--- src/rtl/core/flash_word_write_combiner_assert.svh ---
// Assertion macros for the flash word write combiner RTL.
`ifndef FLASH_WORD_WRITE_COMBINER_ASSERT_SVH
`define FLASH_WORD_WRITE_COMBINER_ASSERT_SVH

// Same-cycle implication, sampled on clk, off while rst_n is low.
`define FWC_ASSERT_IMP(label, ante, cons, msg) \
  label: assert property (@(posedge clk) disable iff (!rst_n) (ante) |-> (cons)) \
    else $error(msg);

// Next-cycle implication, sampled on clk, off while rst_n is low.
`define FWC_ASSERT_NXT(label, ante, cons, msg) \
  label: assert property (@(posedge clk) disable iff (!rst_n) (ante) |=> (cons)) \
    else $error(msg);

`endif

--- src/rtl/core/fwc_pkg.sv ---
// Shared constants, codes and types of the flash word write combiner.
package fwc_pkg;

  localparam int WORD_BYTES      = 32;
  localparam int SECTOR_COUNT    = 8;
  localparam int SECTOR_BYTES    = 4096;
  localparam int FLASH_BYTES     = SECTOR_COUNT * SECTOR_BYTES;

  localparam int CMD_W           = 2;
  localparam int ADDR_W          = 15;
  localparam int DATA_W          = 8;
  localparam int SECTOR_W        = 3;
  localparam int STATUS_W        = 2;
  localparam int CNT_W           = 32;
  localparam int PEND_W          = 5;
  localparam int PENDING_MAX     = 31;

  localparam int POS_W           = $clog2(WORD_BYTES);
  localparam int ROW_W           = ADDR_W - POS_W;
  localparam int ROWS            = FLASH_BYTES / WORD_BYTES;
  localparam int ROWS_PER_SECTOR = SECTOR_BYTES / WORD_BYTES;
  localparam int SWEEP_W         = $clog2(ROWS_PER_SECTOR);
  localparam int SECT_IDX_W      = $clog2(SECTOR_COUNT);
  localparam int LINE_W          = WORD_BYTES * DATA_W;

  localparam int QDEPTH          = 2;
  localparam int QPTR_W          = $clog2(QDEPTH);
  localparam int QCNT_W          = $clog2(QDEPTH + 1);

  localparam logic [CMD_W-1:0] CMD_WRITE    = 2'd0;
  localparam logic [CMD_W-1:0] CMD_ERASE    = 2'd1;
  localparam logic [CMD_W-1:0] CMD_READ     = 2'd2;
  localparam logic [CMD_W-1:0] CMD_RD_COUNT = 2'd3;

  localparam logic [STATUS_W-1:0] ST_OK        = 2'd0;
  localparam logic [STATUS_W-1:0] ST_NOT_BLANK = 2'd1;
  localparam logic [STATUS_W-1:0] ST_RANGE     = 2'd2;

  localparam logic [DATA_W-1:0] BLANK_BYTE = 8'hFF;

  // Work class decided by the front end.
  typedef enum logic [2:0] {
    OP_BUF,     // byte only lands in the word buffer
    OP_PROG,    // byte completes a word: blank check and program
    OP_ERASE,
    OP_RDBYTE,
    OP_RDCNT,
    OP_RANGE    // address or sector out of range
  } op_kind_t;

  typedef struct packed {
    op_kind_t              kind;
    logic [ROW_W-1:0]      row;
    logic [POS_W-1:0]      pos;
    logic [DATA_W-1:0]     data;
    logic [SECTOR_W-1:0]   sector;
    logic                  last;
  } op_t;

  typedef struct packed {
    logic [STATUS_W-1:0]   status;
    logic [DATA_W-1:0]     read_data;
    logic [CNT_W-1:0]      erase_count;
    logic [PEND_W-1:0]     pending;
    logic                  written;
    logic                  call_done;
  } res_t;

  typedef struct packed {
    logic clearing;  // power-up clearing pass in progress
    logic busy;      // multi-cycle operation in progress
  } back_stat_t;

endpackage

--- src/rtl/core/fwc_queue.sv ---
// Short work queue between the front end and the back end.
module fwc_queue
  import fwc_pkg::*;
(
  input  logic clk,
  input  logic rst_n,
  input  logic push,
  input  op_t  push_op,
  input  logic pop,
  output op_t  head_op,
  output logic head_valid,
  output logic q_full
);

  op_t               slots_r [QDEPTH];
  logic [QPTR_W-1:0] wr_ptr_r, wr_ptr_nxt;
  logic [QPTR_W-1:0] rd_ptr_r, rd_ptr_nxt;
  logic [QCNT_W-1:0] count_r, count_nxt;
  logic              do_pop;

  assign head_valid = count_r != '0;
  assign q_full     = count_r == QCNT_W'(QDEPTH);
  assign head_op    = slots_r[rd_ptr_r];
  assign do_pop     = pop && head_valid;

  always_comb begin
    wr_ptr_nxt = wr_ptr_r;
    rd_ptr_nxt = rd_ptr_r;
    count_nxt  = count_r;
    if (push) begin
      wr_ptr_nxt = (wr_ptr_r == QPTR_W'(QDEPTH - 1)) ? '0 : wr_ptr_r + 1'b1;
    end
    if (do_pop) begin
      rd_ptr_nxt = (rd_ptr_r == QPTR_W'(QDEPTH - 1)) ? '0 : rd_ptr_r + 1'b1;
    end
    if (push && !do_pop) begin
      count_nxt = count_r + 1'b1;
    end else if (do_pop && !push) begin
      count_nxt = count_r - 1'b1;
    end
  end

  always_ff @(posedge clk) begin
    if (!rst_n) begin
      wr_ptr_r <= '0;
      rd_ptr_r <= '0;
      count_r  <= '0;
    end else begin
      wr_ptr_r <= wr_ptr_nxt;
      rd_ptr_r <= rd_ptr_nxt;
      count_r  <= count_nxt;
    end
  end

  always_ff @(posedge clk) begin
    if (push) begin
      slots_r[wr_ptr_r] <= push_op;
    end
  end

endmodule

--- config.mk ---
export PLATFORM = sky130hd
export DESIGN_NAME = fwc_queue
export DESIGN_NICKNAME = d
export VERILOG_FILES = /design/src/rtl/core/flash_word_write_combiner_assert.svh /design/src/rtl/core/fwc_pkg.sv /design/src/rtl/core/fwc_queue.sv
export SDC_FILE = /design/constraint.sdc
export NUM_CORES = 1
export LEC_CHECK = 0
export ABC_AREA = 1
export BUFFER_PORTS_ARGS = -buffer_cell sky130_fd_sc_hd__buf_4
export CORE_MARGIN = 2
export CORE_UTILIZATION = 30
export CTS_CLUSTER_DIAMETER = 100
export CTS_CLUSTER_SIZE = 30
export DETAILED_ROUTE_END_ITERATION = 12
export RECOVER_POWER = 25
export SLEW_MARGIN = 20
export SYNTH_ARGS = -nofsm -noshare
export SYNTH_HDL_FRONTEND = slang
export SYNTH_SLANG_ARGS = --single-unit
export TNS_END_PERCENT = 30
--- constraint.sdc ---
create_clock -name clk -period 2.79 [get_ports clk]
set_input_delay 0.558 -clock clk [delete_from_list [all_inputs] [get_ports clk]]
set_output_delay 0.558 -clock clk [all_outputs]
set_load 0.02 [all_outputs]
# After elaboration in Yosys (flattened, before gate mapping)
# Memories as Yosys holds them, arrays and structs flattened. A register that Yosys moved wholly into a read port is not among the register bits.
# Cells that the tools add are included.
[totals] ff_bits=4 ram_bits=60 in_bits=34 word_cells=24 n_memories=1
[op_classes] add_sub_neg=4 eq_ne=1 mux=8 reduce_logical=7
[memory_table] name="slots_r" words=2 word_bits=30 rd=1 rd_ports_with_merged_regs=1 wr=1 line="fwc_queue.sv:15" source="op_t slots_r [QDEPTH];"
[op_table] cell="1-bit 2-to-1 mux" n=6
[op_table] cell="2-bit 2-to-1 mux" n=2
[op_table] cell="2-bit nonzero test" n=2
[op_table] cell="1-bit logical AND" n=3
[op_table] cell="1-bit adder (second input constant)" n=2
[op_table] cell="2-bit by 1-bit adder with 2-bit output (second input constant)" n=1
[op_table] cell="2-bit equality test (second input constant)" n=1
[op_table] cell="1-bit zero test" n=2
[op_table] cell="2-bit by 1-bit subtractor with 2-bit output (second input constant)" n=1

# Logic depth before layout (Yosys ltp)
# Gate-level depths: netlist of run 1.
[depth] ltp_word=5 mapped_depth=9 ltp_nobuf=9

# Least setup slack after synthesis of run 1
# OpenSTA, ideal clock, no wires.
[synth_timing] kind="input port to flip-flop" start="input push" end="memory slots_r[0][0] in the netlist's numbering, enable pin" setup_ns=0.418 arrival_ns=1.864 required_ns=2.372 setup_slack_ns=0.509 path_stages=2 n_path_buf=0 path_cell_list="inv_1 -> nor2_1"
[synth_between] elab_chain_cells=2
[synth_rtl] element="start, declared" line="fwc_queue.sv:7" source="input logic push,"
[synth_rtl] element="1-bit 2-to-1 mux" line="fwc_queue.sv:56" source="if (push) begin"
[synth_rtl] element="1-bit 2-to-1 mux (implied by the code)" line="fwc_queue.sv:57" source="slots_r[wr_ptr_r] <= push_op;"
[synth_rtl] element="end, declared" line="fwc_queue.sv:15"
# No other way between the ends.

==> out/metrics.cfg, run 1 <==
[run_status]
status = finished clean

[pwr]
power_density_nw_per_um2 = 706
switching_share_pct = 24.4
p_leak_nw = 1.34
p_clk_share_pct = 32.6
comb_power_share_pct = 18.3
power_frac_seq_pct = 49.1
max-vdd-ir-drop_mv = 0.263
p_sw_uw = 578
p_total_mw = 2.37
intPower_mw = 1.79

[clocking]
cts_made_buffers = 9
cts_htree_levels = 3
root_buffer = clkbuf_8
cts_resized = 0
tritoncts = yes
cts_buffer_depth = 2
clock-sinks = 65
clkLatencyLatePin_ns = 0.33
hold_buffers = 0
post-cts-setup-buffers = 0
clk_pin_slew_ns = 0.06

[floorplan]
core_area_um2 = 8180
initial_core_util_pct = 30.8
io_pins = 66
rows = 33
dieHeight_um = 95.7
die_area_um2 = 9150
die_x_um = 95.7

[routing]
drtAntennaViolNets = 0
drt_wl_total_mm = 4.10
drt-initial-drc-count = 28
route.layer.met1.wl_mm = 1.68
route.met3.wl_um = 254
routed.top_layer = met4
drcViolationCount = 0
drt_pass1_iterations = 4
wire_per_inst_um = 13.0
via_per_inst = 4.25
met2_length_mm = 2.07
vias = 1339

[synthesis]
synth_top_area_share_pct = 71.5
ys_seq_area_share_pct = 75.4
yosys.area_share.simple_pct = 2.98
syn-instance-count = 129
syn_area_um2 = 2520
synthAdderAreaFrac_pct = 0.496
synthMuxAreaShare_pct = 17.9
synth_cell_types = 13
synth_compound_area_share_pct = 0.695
synth_top_family_by_area = multiplexers
synth_area_leaders = edfxtp_1, mux2_4, dfxtp_1, nand2_1, buf_6
syn_avg_cell_area_um2 = 19.5
synthXorXnorAreaFrac_pct = 0
synth_seq_cells = 65
synth_top_cell_by_area = edfxtp_1
synth_nets = 164
yosysWarnings = 0

[critical_path]
critPathArrivalTime_ns = 1.69
cp-endpoint = head_op[5]
required_ns = 2.23
slowest_delay_ns = 0.62
crit_cells = 3
crit_buf_inv = 2
r2r_cells = 3
r2r-start = wr_ptr_r
critical_path.top_delay_family = flip-flops
crit_slowest_cell = dfxtp_2
cp-start-kind = flip-flop
end_kind = output pin
r2r_slack_ns = 1.31
r2r-end = slots_r[1][1]
crit_chain = buf_12, mux2_4, buf_4
crit_type = flip-flop to output pin
path_max_fanout = 18

[global_routing]
grt_pass1_vias = 1349
grt_max_degree = 19
track_usage_pct = 9.62
grt_pass1_wl_mm = 6.33
grt_overflow = 0
antenna_found_initial = 0

[min_path]
hold_start = push_op[21]
hold_path_class = input port to flip-flop
hold-path-cell-count = 1

[final_layout]
final_cell_mix = edfxtp_1, buf_4, mux2_4, clkbuf_4, clkbuf_8
final_common_cell = edfxtp_1
nets = 240
fin_area_um2 = 3350
n_antenna_cell = 0
drive_gt1_share_pct = 53.8
area_delta_synth_final_pct = 33.0
fillCellCount = 779

[flow_run]
cap_violations = 0

[place]
placed_area_um2 = 3160
routabilityCongestion = 0.629
portBuffers = 65
pre_cts_slack_ns = 0.867
hpwl_mm = 2.82

[timing]
skew_ns = 0.00556
setup_ws_ns = 0.546
maxSlewHeadroom_pct = 61.0
setup_viol = 0
hold_viol_final = 0
rsz0062_at_grt = false
post-route-min-period_ns = 2.24
slew_violations = 0
setup_tns_ns = 0
fmax_ghz = 0.446
finalCritPeriodShare_pct = 80.4
worstMarginPinSlew_ns = 0.584
hold-worst-slack_ns = 0.412

[per-stage QoR]
step	util, %	instances
after floorplan	-	129
after global placement	38.7	299
after detailed placement	38.7	299
after CTS	41.1	315
after global routing	41.0	315
final	41.0	315
[registers in the layout, summed over array words and instances (netlist names), named ones only]
| register | flops |
|---|---|
| slots_r | 60 |
| rd_ptr_r | 1 |
| count_r | 2 |
| wr_ptr_r | 1 |
[Yosys cell counts]
cell type / count
o21a_1: 1
o21ai_0: 1
buf_6: 3
a21oi_1: 1
nor2_1: 8
nand4_1: 1
ha_1: 1
mux2_4: 30
nand3_1: 1
inv_1: 8
nand2_1: 9
edfxtp_1: 60
dfxtp_1: 5
[cell type report]
class / instances / area (um^2) / share of cell area [%]
Clock inverter: 5 / 55.1 / 1.64
Tap cell: 105 / 131 / 3.92
Clock buffer: 11 / 141 / 4.22
Timing Repair Buffer: 68 / 528 / 15.8
Inverter: 8 / 30.0 / 0.896
Sequential cell: 65 / 1900 / 56.8
Multi-Input combinational cell: 53 / 563 / 16.8
[worst min path at each step]
stage	end	slack, ns
detailed placement	rd_ptr_r	0.52
global route	slots_r[1][22]	0.40
finish	slots_r[1][21]	0.41
CTS	slots_r[0][27]	0.38
global placement	rd_ptr_r	0.48
floorplan	flip-flop	0.47
[power groups by stage]
stage                     combinational [mW]  sequential, mW  clock, mW
final                                  0.432            1.16      0.772
after global routing                   0.467            1.17      0.840
after CTS                              0.443            1.16      0.798
after detailed placement               0.442            1.18          0
after global placement                 0.438            1.18          0
after floorplan                        0.286            1.17          0
[layer usage]
layer	vias up	global-route usage (%)
li1	631	-
met4	0	4.29
met3	10	3.95
met5	-	0
met2	43	15.6
met1	655	11.1
[kinds of logic (layout without fill, tap and decap cells)]
kind of cell,count (synthesis),in the layout
fa+ha+maj,1,1
mux,30,30
compound gates,3,3
simple gates,19,19
flops,65,65
buf+inv,11,92
Power figures use the tool's default switching activity.
==> run 2, diff against run 1 <==
Clock period 2.79 ns to 1.8 ns, I/O delays scaled along.
==> out/metrics.cfg, run 2 (same netlist as run 1, synthesis figures left out) <==
[place]
hpwl_mm = 2.75  ; was 2.82 mm
placed_area_um2 = 3180  ; was 3160 um^2
dp.cells = 299  ; unchanged
portBuffers = 65  ; unchanged
pre_cts_slack_ns = 0.359  ; was 0.867 ns
routabilityCongestion = 0.658  ; was 0.629

[critical_path]
crit_slowest_cell = dfxtp_4  ; was dfxtp_2
cp-start-kind = flip-flop  ; unchanged
required_ns = 1.44  ; was 2.23 ns
r2r-start = count_r[0]  ; was wr_ptr_r
critPathArrivalTime_ns = 1.38  ; was 1.69 ns
end_kind = output pin  ; unchanged
r2r-end = count_r[1]  ; was slots_r[1][1]
r2r_cells = 8  ; was 3
r2r_slack_ns = 0.53  ; was 1.31 ns
crit_chain = clkbuf_16, mux2_4, buf_4  ; was buf_12, mux2_4, buf_4
path_max_fanout = 8  ; was 18
slowest_delay_ns = 0.40  ; was 0.62 ns
crit_type = flip-flop to output pin  ; unchanged

[routing]
drcViolationCount = 0  ; unchanged
drtAntennaViolNets = 0  ; unchanged
drt-initial-drc-count = 21  ; was 28
vias = 1323  ; was 1339
via_per_inst = 4.16  ; was 4.25
wire_per_inst_um = 14.2  ; was 13.0 um
drt_pass1_iterations = 4  ; unchanged
drt_wl_total_mm = 4.51  ; was 4.10 mm

[clocking]
clock-sinks = 65  ; unchanged
clk_pin_slew_ns = 0.07  ; was 0.06 ns
cts_buffer_depth = 2  ; unchanged
hold_buffers = 0  ; unchanged
cts_htree_levels = 3  ; unchanged
clkLatencyLatePin_ns = 0.33  ; about the same
tritoncts = yes  ; unchanged
cts_made_buffers = 9  ; unchanged
root_buffer = clkbuf_8  ; unchanged
post-cts-setup-buffers = 0  ; unchanged

[global_routing]
grt_overflow = 0  ; unchanged
grt_pass1_vias = 1335  ; was 1349
grt_max_degree = 31  ; was 19
antenna_found_initial = 0  ; unchanged
grt_pass1_wl_mm = 6.33  ; about the same
track_usage_pct = 9.80  ; was 9.62%

[timing]
post-route-min-period_ns = 1.74
setup_viol = 0  ; unchanged
skew_ns = 0.0104  ; was 0.00556 ns
rsz0062_at_grt = false  ; unchanged
setup_tns_ns = 0  ; unchanged
slew_violations = 0  ; unchanged
maxSlewHeadroom_pct = 87.8  ; was 61.0%
finalCritPeriodShare_pct = 96.4
worstMarginPinSlew_ns = 0.183  ; was 0.584 ns
hold_viol_final = 0  ; unchanged
fmax_ghz = 0.576
setup_ws_ns = 0.0640  ; was 0.546 ns

[floorplan]
dieHeight_um = 95.7  ; unchanged
die_x_um = 95.7  ; unchanged
rows = 33  ; unchanged
initial_core_util_pct = 30.8  ; unchanged
io_pins = 66  ; unchanged
core_area_um2 = 8180  ; unchanged
die_area_um2 = 9150  ; unchanged

[final_layout]
n_antenna_cell = 0  ; unchanged
reg.largest.list = slots_r x60, count_r x2  ; unchanged
largest_reg_flops = 60  ; unchanged
area_delta_synth_final_pct = 37.4  ; was 33.0%
top_register = slots_r  ; unchanged
fillCellCount = 747  ; was 779
nets = 243  ; was 240
final_cell_mix = edfxtp_1, buf_4, mux2_4, clkbuf_4  ; was edfxtp_1, buf_4, mux2_4, clkbuf_4, clkbuf_8
final_cells = 318  ; was 315
final_common_cell = edfxtp_1  ; unchanged
drive_gt1_share_pct = 53.1  ; was 53.8%
fin_area_um2 = 3460  ; was 3350 um^2

[run_status]
status = finished clean  ; unchanged

[flow_run]
cap_violations = 0  ; unchanged

[min_path]
hold-path-cell-count = 1  ; unchanged
hold_path_class = input port to flip-flop  ; unchanged
holdPathEnd = slots_r[1][5]  ; was slots_r[1][21]
hold_start = push_op[5]  ; was push_op[21]

[pwr]
max-vdd-ir-drop_mv = 0.440  ; was 0.263 mV
power_density_nw_per_um2 = 1110  ; was 706 nW/um^2
p_total_mw = 3.83  ; was 2.37 mW
p_leak_nw = 1.38  ; was 1.34 nW

-- run 2: changes by cell type in the layout (fill, tap and decap cells not counted), moves of 2 or more --
cell,change
buf_4,-9
buf_6,+9
clkbuf_16,+2
clkbuf_4,-2
clkinv_1,+2
-- run 2: critical path: cells and delay by family (launching register included) --
family	cells	cell delay (ns)
mux	1	0.30
buf+inv	2	0.35
flops	1	0.40
-- run 2: final cells by class --
class,instances,area [um^2],share of cell area (%)
Clock buffer,9,124,3.58
Clock inverter,7,85.1,2.46
Inverter,8,30.0,0.867
Multi-Input combinational cell,53,563,16.3
Sequential cell,65,1910,55.0
Tap cell,105,131,3.79
Timing Repair Buffer,71,624,18.0
-- run 2: worst max-delay path by stage --
stage                         end  slack [ns]  cells after the start      start
finish                head_op[26]        0.06                      3  flip-flop
global route          head_op[15]      0.0007                      3  flip-flop
CTS                   head_op[19]       0.003                      3  flip-flop
detailed placement     head_op[1]        0.36                      3  flip-flop
global placement       head_op[1]        0.36                      3  flip-flop
floorplan           slots_r[0][0]        0.23                      2       push
-- run 2: through the flow --
| stage | hold WS (ns) | utilization, % |
|---|---|---|
| final | 0.217 | 42.4 |
| after global routing | 0.197 | 42.4 |
| after global placement | 0.480 | 38.8 |
| after CTS | 0.190 | 41.8 |
| after detailed placement | 0.489 | 38.8 |
| after floorplan | 0.459 | - |
-- run 2: where the power goes --
group / switching (mW) / internal [mW]
Sequential: 0.0372 / 1.75
Clock: 0.520 / 0.765
Combinational: 0.354 / 0.403
Total: 0.912 / 2.92
-- run 2: routing by layer --
metal | wire, um | vias to the layer above | GRT usage, %
li1 | - | 638 | -
met1 | 1900 | 635 | 10.8
met2 | 2300 | 44 | 16.0
met3 | 211 | 6 | 2.21
met4 | 96 | 0 | 8.21
met5 | 0 | - | 0
-- run 2: timing repair --
item / in CTS / in global routing
setup endpoints to repair: 8 / 30
gates cloned: 0 / 3
gates resized for setup: 8 / 1
